File: src/sha1_stream_hasher_top_macros.svh
// Assertion macros for the streaming hasher.
// SHA1SH_ASSERT checks only outside reset; SHA1SH_ASSERT_ANY checks on every edge.
`ifndef SHA1_STREAM_HASHER_TOP_MACROS_SVH
`define SHA1_STREAM_HASHER_TOP_MACROS_SVH
`ifndef SYNTHESIS
`define SHA1SH_ASSERT(lbl, prop, msg) \
  lbl: assert property (@(posedge clk) disable iff (rst) prop) else $error(msg);
`define SHA1SH_ASSERT_ANY(lbl, prop, msg) \
  lbl: assert property (@(posedge clk) prop) else $error(msg);
`else
`define SHA1SH_ASSERT(lbl, prop, msg)
`define SHA1SH_ASSERT_ANY(lbl, prop, msg)
`endif
`endif

File: src/sha1sh_pkg.sv
`default_nettype none
package sha1sh_pkg;

  localparam int COUNT_BITS_DEF  = 32;
  localparam int QUEUE_DEPTH_DEF = 4;
  localparam int LEN_W           = 64;
  localparam int DIGEST_WORDS    = 5;

  // Largest fill position whose pad still leaves room for the length field.
  localparam logic [5:0] PAD_LIMIT = 6'd55;

  typedef enum logic {
    KIND_ABSORB,
    KIND_FINISH
  } kind_t;

  typedef struct packed {
    kind_t             kind;
    logic [5:0]        pos;
    logic [7:0]        data;
    logic [LEN_W-1:0]  bit_len;
  } cmd_t;

endpackage
`default_nettype wire

File: src/sha1sh_front.sv
`default_nettype none
module sha1sh_front #(
  parameter int COUNT_BITS = sha1sh_pkg::COUNT_BITS_DEF
) (
  input  wire               clk,
  input  wire               rst,
  input  wire               in_valid,
  output logic              in_stall,
  input  wire               op,
  input  wire  [7:0]        data_byte,
  input  wire               q_full,
  output logic              q_push,
  output sha1sh_pkg::cmd_t  q_cmd
);

  logic [5:0]            fill;
  logic [COUNT_BITS-1:0] count;
  logic                  accept;

  assign in_stall = q_full;
  assign accept   = in_valid && !q_full;
  assign q_push   = accept;

  // Tag each item with its block position and, for finish, the bit length.
  always_comb begin
    q_cmd.kind    = op ? sha1sh_pkg::KIND_FINISH : sha1sh_pkg::KIND_ABSORB;
    q_cmd.pos     = fill;
    q_cmd.data    = data_byte;
    q_cmd.bit_len = sha1sh_pkg::LEN_W'(count) << 3;
  end

  always_ff @(posedge clk) begin
    if (rst) begin
      fill  <= '0;
      count <= '0;
    end else if (accept) begin
      if (op) begin
        fill  <= '0;
        count <= '0;
      end else begin
        fill  <= fill + 6'd1;
        count <= count + COUNT_BITS'(1);
      end
    end
  end

endmodule
`default_nettype wire

File: src/sha1sh_queue.sv
`default_nettype none
module sha1sh_queue #(
  parameter int DEPTH = sha1sh_pkg::QUEUE_DEPTH_DEF
) (
  input  wire               clk,
  input  wire               rst,
  input  wire               push,
  input  sha1sh_pkg::cmd_t  push_cmd,
  output logic              full,
  input  wire               pop,
  output logic              empty,
  output sha1sh_pkg::cmd_t  pop_cmd
);

  localparam int PTR_W = $clog2(DEPTH);
  localparam int CNT_W = $clog2(DEPTH + 1);

  sha1sh_pkg::cmd_t entries [DEPTH];
  logic [PTR_W-1:0] wr_ptr;
  logic [PTR_W-1:0] rd_ptr;
  logic [CNT_W-1:0] fill_cnt;
  logic             do_push;
  logic             do_pop;

  assign full    = (fill_cnt == CNT_W'(DEPTH));
  assign empty   = (fill_cnt == '0);
  assign do_push = push && !full;
  assign do_pop  = pop && !empty;
  assign pop_cmd = entries[rd_ptr];

  always_ff @(posedge clk) begin
    if (do_push) begin
      entries[wr_ptr] <= push_cmd;
    end
  end

  always_ff @(posedge clk) begin
    if (rst) begin
      wr_ptr   <= '0;
      rd_ptr   <= '0;
      fill_cnt <= '0;
    end else begin
      if (do_push) begin
        wr_ptr <= (wr_ptr == PTR_W'(DEPTH - 1)) ? '0 : wr_ptr + PTR_W'(1);
      end
      if (do_pop) begin
        rd_ptr <= (rd_ptr == PTR_W'(DEPTH - 1)) ? '0 : rd_ptr + PTR_W'(1);
      end
      if (do_push && !do_pop) begin
        fill_cnt <= fill_cnt + CNT_W'(1);
      end else if (do_pop && !do_push) begin
        fill_cnt <= fill_cnt - CNT_W'(1);
      end
    end
  end

endmodule
`default_nettype wire

File: src/sha1sh_back.sv
`default_nettype none
module sha1sh_back (
  input  wire               clk,
  input  wire               rst,
  input  wire               q_empty,
  input  sha1sh_pkg::cmd_t  q_cmd,
  output logic              q_pop,
  output logic              out_valid,
  input  wire               out_stall,
  output logic [31:0]       digest_word,
  output logic              word_last
);

  localparam logic [6:0]  LAST_ROUND = 7'd79;
  localparam logic [2:0]  LAST_WORD  = 3'(sha1sh_pkg::DIGEST_WORDS - 1);
  localparam logic [31:0] K0 = 32'h5A827999;
  localparam logic [31:0] K1 = 32'h6ED9EBA1;
  localparam logic [31:0] K2 = 32'h8F1BBCDC;
  localparam logic [31:0] K3 = 32'hCA62C1D6;
  localparam logic [31:0] IV [5] = '{32'h67452301, 32'hEFCDAB89, 32'h98BADCFE,
                                     32'h10325476, 32'hC3D2E1F0};

  typedef enum logic [2:0] {
    S_IDLE,
    S_LOAD,
    S_ROUND,
    S_ADD,
    S_EMIT
  } state_t;

  typedef enum logic [1:0] {
    PH_DATA,
    PH_EXTRA,
    PH_FINAL
  } phase_t;

  state_t      state;
  phase_t      phase;
  logic [6:0]  rnd;
  logic [2:0]  emit_idx;
  logic [31:0] h [5];
  logic [31:0] a, b, c, d, e;
  logic [31:0] blk [16];
  logic [sha1sh_pkg::LEN_W-1:0] len_hold;

  logic [3:0]  wi;
  logic [1:0]  sub;
  logic [31:0] cur_word;
  logic [31:0] byte_word;
  logic [31:0] pad_word;
  logic [31:0] f;
  logic [31:0] k;
  logic [31:0] w_new;
  logic [31:0] temp;
  logic        slot_free;

  assign q_pop     = (state == S_IDLE) && !q_empty;
  assign slot_free = !out_valid || !out_stall;
  assign wi        = q_cmd.pos[5:2];
  assign sub       = q_cmd.pos[1:0];
  assign cur_word  = blk[wi];

  // Merge the byte big-endian; pad keeps earlier bytes and places 0x80 after them.
  always_comb begin
    unique case (sub)
      2'd0: begin
        byte_word = {q_cmd.data, 24'h0};
        pad_word  = {8'h80, 24'h0};
      end
      2'd1: begin
        byte_word = {cur_word[31:24], q_cmd.data, cur_word[15:0]};
        pad_word  = {cur_word[31:24], 8'h80, 16'h0};
      end
      2'd2: begin
        byte_word = {cur_word[31:16], q_cmd.data, cur_word[7:0]};
        pad_word  = {cur_word[31:16], 8'h80, 8'h0};
      end
      default: begin
        byte_word = {cur_word[31:8], q_cmd.data};
        pad_word  = {cur_word[31:8], 8'h80};
      end
    endcase
  end

  always_comb begin
    priority if (rnd < 7'd20) begin
      f = (b & c) | (~b & d);
      k = K0;
    end else if (rnd < 7'd40) begin
      f = b ^ c ^ d;
      k = K1;
    end else if (rnd < 7'd60) begin
      f = (b & c) | (b & d) | (c & d);
      k = K2;
    end else begin
      f = b ^ c ^ d;
      k = K3;
    end
  end

  // Message schedule runs as a 16-word shift window; blk[0] is the current word.
  assign w_new = {blk[13][30:0] ^ blk[8][30:0] ^ blk[2][30:0] ^ blk[0][30:0],
                  blk[13][31] ^ blk[8][31] ^ blk[2][31] ^ blk[0][31]};
  assign temp  = {a[26:0], a[31:27]} + f + e + k + blk[0];

  always_ff @(posedge clk) begin
    if (rst) begin
      state     <= S_IDLE;
      phase     <= PH_DATA;
      rnd       <= '0;
      emit_idx  <= '0;
      out_valid <= 1'b0;
      for (int i = 0; i < 5; i++) begin
        h[i] <= IV[i];
      end
    end else begin
      if (!out_stall && state != S_EMIT) begin
        out_valid <= 1'b0;
      end
      unique case (state)
        S_IDLE: begin
          if (!q_empty) begin
            if (q_cmd.kind == sha1sh_pkg::KIND_ABSORB) begin
              blk[wi] <= byte_word;
              if (q_cmd.pos == 6'd63) begin
                phase <= PH_DATA;
                state <= S_LOAD;
              end
            end else begin
              len_hold <= q_cmd.bit_len;
              blk[wi]  <= pad_word;
              for (int i = 0; i < 14; i++) begin
                if (4'(i) > wi) begin
                  blk[i] <= '0;
                end
              end
              if (q_cmd.pos > sha1sh_pkg::PAD_LIMIT) begin
                // Clear the tail of the pad block; the length goes in the extra block.
                if (wi < 4'd14) begin
                  blk[14] <= '0;
                end
                if (wi < 4'd15) begin
                  blk[15] <= '0;
                end
                phase <= PH_EXTRA;
              end else begin
                blk[14] <= q_cmd.bit_len[63:32];
                blk[15] <= q_cmd.bit_len[31:0];
                phase   <= PH_FINAL;
              end
              state <= S_LOAD;
            end
          end
        end
        S_LOAD: begin
          a     <= h[0];
          b     <= h[1];
          c     <= h[2];
          d     <= h[3];
          e     <= h[4];
          rnd   <= '0;
          state <= S_ROUND;
        end
        S_ROUND: begin
          e <= d;
          d <= c;
          c <= {b[1:0], b[31:2]};
          b <= a;
          a <= temp;
          for (int i = 0; i < 15; i++) begin
            blk[i] <= blk[i+1];
          end
          blk[15] <= w_new;
          rnd     <= rnd + 7'd1;
          if (rnd == LAST_ROUND) begin
            state <= S_ADD;
          end
        end
        S_ADD: begin
          h[0] <= h[0] + a;
          h[1] <= h[1] + b;
          h[2] <= h[2] + c;
          h[3] <= h[3] + d;
          h[4] <= h[4] + e;
          unique case (phase)
            PH_DATA: begin
              state <= S_IDLE;
            end
            PH_EXTRA: begin
              for (int i = 0; i < 14; i++) begin
                blk[i] <= '0;
              end
              blk[14] <= len_hold[63:32];
              blk[15] <= len_hold[31:0];
              phase   <= PH_FINAL;
              state   <= S_LOAD;
            end
            default: begin
              emit_idx <= '0;
              state    <= S_EMIT;
            end
          endcase
        end
        default: begin
          if (slot_free) begin
            out_valid   <= 1'b1;
            digest_word <= h[emit_idx];
            word_last   <= (emit_idx == LAST_WORD);
            if (emit_idx == LAST_WORD) begin
              for (int i = 0; i < 5; i++) begin
                h[i] <= IV[i];
              end
              state <= S_IDLE;
            end else begin
              emit_idx <= emit_idx + 3'd1;
            end
          end
        end
      endcase
    end
  end

endmodule
`default_nettype wire

File: src/sha1_stream_hasher_top.sv
`default_nettype none
// Channel  Valid      Stall      Payload
// in       in_valid   in_stall   op, data_byte
// out      out_valid  out_stall  digest_word, word_last
//
// An absorb item is packed into the block in the engine; every 64th byte starts a
// compression (load, 80 rounds of the single round unit, chaining add).
// A finish item runs one compression, or two when the pad spills into an extra block,
// then hands out the five digest words; no new item is popped until the engine is idle.
// The input side takes one item per cycle while the item queue has room.
// rst is synchronous: it restores the initial vector and empties the queue.
// A stalled output word holds in its register; the engine waits on it unless it was the last word.
`include "sha1_stream_hasher_top_macros.svh"
module sha1_stream_hasher_top #(
  parameter int COUNT_BITS  = sha1sh_pkg::COUNT_BITS_DEF,
  parameter int QUEUE_DEPTH = sha1sh_pkg::QUEUE_DEPTH_DEF
) (
  input  wire         clk,
  input  wire         rst,
  input  wire         in_valid,
  output logic        in_stall,
  input  wire         op,
  input  wire  [7:0]  data_byte,
  output logic        out_valid,
  input  wire         out_stall,
  output logic [31:0] digest_word,
  output logic        word_last
);

  // Items flow: front (counts, tags) -> queue -> back (pack, compress, emit).
  logic             q_push;
  logic             q_full;
  logic             q_empty;
  logic             q_pop;
  sha1sh_pkg::cmd_t push_cmd;
  sha1sh_pkg::cmd_t pop_cmd;

  sha1sh_front #(
    .COUNT_BITS (COUNT_BITS)
  ) u_front (
    .clk       (clk),
    .rst       (rst),
    .in_valid  (in_valid),
    .in_stall  (in_stall),
    .op        (op),
    .data_byte (data_byte),
    .q_full    (q_full),
    .q_push    (q_push),
    .q_cmd     (push_cmd)
  );

  sha1sh_queue #(
    .DEPTH (QUEUE_DEPTH)
  ) u_queue (
    .clk      (clk),
    .rst      (rst),
    .push     (q_push),
    .push_cmd (push_cmd),
    .full     (q_full),
    .pop      (q_pop),
    .empty    (q_empty),
    .pop_cmd  (pop_cmd)
  );

  sha1sh_back u_back (
    .clk         (clk),
    .rst         (rst),
    .q_empty     (q_empty),
    .q_cmd       (pop_cmd),
    .q_pop       (q_pop),
    .out_valid   (out_valid),
    .out_stall   (out_stall),
    .digest_word (digest_word),
    .word_last   (word_last)
  );

  // Engine only pops items that are present.
  `SHA1SH_ASSERT(a_pop_nonempty, q_pop |-> !q_empty, "pop from empty item queue")
  // An accepted item is queued by the next edge.
  `SHA1SH_ASSERT(a_accept_queued, (in_valid && !in_stall) |=> !q_empty, "accepted item lost")
  // Queue status never claims full and empty at once.
  `SHA1SH_ASSERT(a_full_empty, !(q_full && q_empty), "queue full and empty together")
  // Reset drops any pending digest word.
  `SHA1SH_ASSERT_ANY(a_rst_out, rst |=> !out_valid, "output valid after reset")

endmodule
`default_nettype wire
File: config.mk
export PLATFORM = sky130hd
export DESIGN_NAME = sha1_stream_hasher_top
export DESIGN_NICKNAME = d
export VERILOG_FILES = /design/src/sha1sh_pkg.sv /design/src/sha1sh_front.sv /design/src/sha1sh_queue.sv /design/src/sha1sh_back.sv /design/src/sha1_stream_hasher_top.sv
export VERILOG_INCLUDE_DIRS = /design/src /design/src/src
export SDC_FILE = /design/constraint.sdc
export NUM_CORES = 2
export LEC_CHECK = 0
export BUFFER_PORTS_ARGS = -buffer_cell sky130_fd_sc_hd__buf_2
export CORE_ASPECT_RATIO = 0.8
export CORE_MARGIN = 1
export CORE_UTILIZATION = 25
export CTS_CLUSTER_DIAMETER = 40
export DETAILED_ROUTE_END_ITERATION = 8
export PLACE_DENSITY = 0.46
export SLEW_MARGIN = 20
export SYNTH_ARGS = -nofsm -noshare
export SYNTH_HDL_FRONTEND = slang
export SYNTH_SLANG_ARGS = --single-unit
File: constraint.sdc
create_clock -name clk -period 14.6 [get_ports clk]
set_clock_uncertainty 0.2 [all_clocks]
set_input_delay 2.92 -clock clk [delete_from_list [all_inputs] [get_ports clk]]
set_output_delay 2.92 -clock clk [all_outputs]
set_load 0.1 [all_outputs]
==> results.md <==
- Final setup viols: 0
- CTS H-tree depth: 4
- Syn nets: roughly 6200
- Worst Max-Slew Pin Slew: about 1.2 ns
- Port Buffer Count: 47
- First-pass GRT wire length: 291000 microns
- Setup bufs post-CTS: 0
- RSZ-0062 raised after global routing: no
- Routed length per instance: roughly 21 microns
- Largest Register: u_back.blk
- Routability cong.: around 0.85
- Layout cells sized above 1: a little over a tenth
- DRT Wirelength: ~190000 microns
- Worst path most repeated cell: inv_1
- Number of flops mapped to enable cells by yosys: 861
- Count leader, synth: nand2_1
- R2r setup slk: 7.64 ns
- Status: completed
- Cell accounting for the most synthesized area: edfxtp_1
- Max FFs per register: 512
- Max Cap Viol: 0
- Cells along the critical path: a41oi_1 > inv_1 > nor2_1 > clkinv_1 > nand2_2 > buf_4 > o21ai_0 > fa_1 > inv_1 > fa_1 > inv_1 > fa_1 > inv_1 > ha_1 > and3_1 > a2111oi_0 > nor2_1 > o21ai_1 > o211ai_1 > a21o_1 > a21oi_1 > xor2_1 > o21ai_0
- Placed wire-length estimate: roughly 140000 microns
- Ranking of synthesized cells by area: edfxtp_1 42%, dfxtp_1 9.4%, nand2_1 7.7%
- Setup Crit Path Kind: flip-flop to flip-flop
- Global Route Usage Sum: between 15 and 20%
- Clk slew on worst S/H paths: 0.05 ns
- Vias in the first global route: roughly 44000
- Die span in x: between 500 and 600 microns
- Drc violations: 0
- Crit path DAT: ~7.3 ns
- Startpoint Class: flip-flop
- Core ar.: ~240000 sq um
- Seq/Total Area, Yosys: between 50% and 60%
- GRT overflow: 0
- Initial antenna violation count: 5
- # fillers: between 20000 and 25000
- Crit path capture type: flip-flop
- Clk buf depth: 4
- Worst Path Required: around 15 ns
- Syn_area_per_cell: 10.5 sq um
- Asr flop ratio synth: 0%
- Yosys warns: 0
- Post-Synthesis Cell Area: between 60000 and 70000 sq um
- Lkg Pwr: 26.3 nW
- Starting Density: roughly 25%
- Crit path max fanout: 22
- PnR worst setup slack: approximately 7.6 ns
- CP bufs+invs: 6
- Slew Viols, Final: 0
- Full die area: about 250000 sq um
- Crit path largest cell delay: about 0.66 ns
- Post-CTS sizing: 0
- Hold_buf cts: 0
- CTS Root Cell: clkbuf_16
- Rows: roughly 160
- Pre-Repair DR Iteration Count: 6
- Pin count of the biggest net entering global routing: a little under 200
- Synth top cells by count: 1245 x nand2_1, 861 x edfxtp_1, 481 x nor2_1
- Top flop regs: u_back.blk x512, u_queue.entries x188, u_back.h x160
- Max Clock Freq: 144 MHz
- Tmin final: 6.96 ns
- Setup_tns: 0 ns
- Clock sink count: between 1000 and 1500
- Netlist cell types: 97
- Pre-CTS setup slack: ~7.6 ns
- Synth Instances: slightly below 6000
- Register bit count reported by yosys: between 1000 and 1500
- Power per cell area: roughly 220 nW/um^2
- Primary FF master, synth: edfxtp_1
- Vias per cell: about 5
- Clk Latency, worst-skew pair: 0.87 ns
- DR vias: approximately 45000
- Antenna Nets Post-Route: 0
- Share of the synthesized area in the top cell type: 42.4%
- Worst path slowest cell: a41oi_1
- I/O pins: 48
- Clock tree from TritonCTS: yes
- CP delay by family, top: compound AO/OA/AOI/OAI gates
- Die Y: between 400 and 500 microns
- Cts bufs inserted: around 200
- Starting DRT DRC Count: around 4000
- NumNets Final: between 6000 and 7000
- Maximum vdd drop: 0.154 mV
- Layout area overhead: 17.4%
- Final Hold Viols: 0
- Max-Slew Margin vs Limit: between 10% and 20%
- Fin crit share: a little under half
- Worst hold path class: flip-flop to flip-flop
metrics by stage:
| step | utilization (%) | area (sq um) | total power (W) | cells | hold slack [ns] |
|---|---|---|---|---|---|
| 3_3_place_gp | 26.8 | 64700 | 0.0112 | 8845 | 0.245 |
| 3_5_place_dp | 26.8 | 64800 | 0.0112 | 8848 | 0.248 |
| 2_1_floorplan | - | 61000 | 0.00935 | 5833 | 0.232 |
| 4_1_cts | 29.6 | 71600 | 0.0161 | 9220 | 0.254 |
| 5_1_grt | 29.6 | 71600 | 0.0170 | 9220 | 0.286 |
| 6_report | 29.7 | 71600 | 0.0160 | 9221 | 0.257 |
routing by layer:
layer,wire [microns],part of all wire (%),up-vias,GRT usage [%]
li1,-,-,21000,-
met4,3370,1.7,0,3.39
met5,0,0,-,0
met3,12500,6.4,245,2.53
met1,98200,50,22600,24.2
met2,80400,41,1305,22.3
cell type report:
cell class	count	area [sq um]	area share [%]
Tap cell	3178	3980	5.55
Clock inverter	137	1480	2.07
Clock buffer	235	5340	7.45
Timing Repair Buffer	123	876	1.22
Antenna cell	1	2.50	0.00349
Sequential cell	1148	31600	44.1
Multi-Input combinational cell	4183	27500	38.4
Inverter	216	813	1.14
final timing paths:
| path | from | end | cells past startpoint |
|---|---|---|---|
| setup / recovery | u_back.rnd[4] | u_back.a[28] | 23 |
| hold / removal | u_back.blk[11][31] | u_back.blk[10][31] | 2 |
| setup reg to reg | u_back.rnd[4] | u_back.a[28] | 23 |
| hold reg to reg | u_back.blk[11][31] | u_back.blk[10][31] | 2 |
power by group:
part | leakage (nW) | internal [W] | switching, W
logic | 12.9 | 0.00228 | 0.00386
clock network | 3.31 | 0.00301 | 0.00177
registers | 10.1 | 0.00452 | 0.000560
total | 26.3 | 0.00981 | 0.00620
worst reg2reg max path, stage by stage (launching register included):
cell and delay (ns):
dfxtp_1 0.38, a41oi_1 0.66, inv_1 0.32, nor2_1 0.26, clkinv_1 0.13, nand2_2 0.32, buf_4 0.38, o21ai_0 0.17
fa_1 0.52, inv_1 0.05, fa_1 0.48, inv_1 0.05, fa_1 0.48, inv_1 0.04, ha_1 0.33, and3_1 0.24
a2111oi_0 0.39, nor2_1 0.08, o21ai_1 0.32, o211ai_1 0.26, a21o_1 0.21, a21oi_1 0.18, xor2_1 0.16, o21ai_0 0.08
cells by family after synthesis:
logic type                 after synthesis  share of synthesized area [%]
and+or+nand+nor                       2110                           14.5
adders and majority gates              364                           9.00
buffers and inverters                  502                           3.36
DFF                                   1148                           51.8
muxes                                  125                           3.72
AOI/OAI and AO/OA                     1311                           13.7
xor gates and xnor gates               273                           3.92
cell usage in the layout, fill, tap and decap left out, types with 29 or more instances in the layout:
| master | count |
|---|---|
| buf_4 | 71 |
| xnor2_1 | 151 |
| clkinv_2 | 29 |
| ha_1 | 239 |
| nand2_1 | 1241 |
| dfxtp_1 | 282 |
| o21a_1 | 32 |
| nor2_1 | 476 |
| o211ai_1 | 100 |
| mux4_2 | 78 |
| a311oi_1 | 52 |
| buf_2 | 47 |
| a211oi_1 | 85 |
| inv_1 | 214 |
| nor2b_1 | 63 |
| edfxtp_1 | 861 |
| nor3_1 | 45 |
| fa_1 | 125 |
| o21ai_1 | 34 |
| clkbuf_16 | 207 |
| a31oi_1 | 61 |
| xor2_1 | 122 |
| nand4_1 | 31 |
| nand3_1 | 60 |
| o21ai_0 | 446 |
| a21oi_1 | 212 |
| mux2_2 | 31 |
| a21o_1 | 69 |
(Power assumes the default switching activity.)
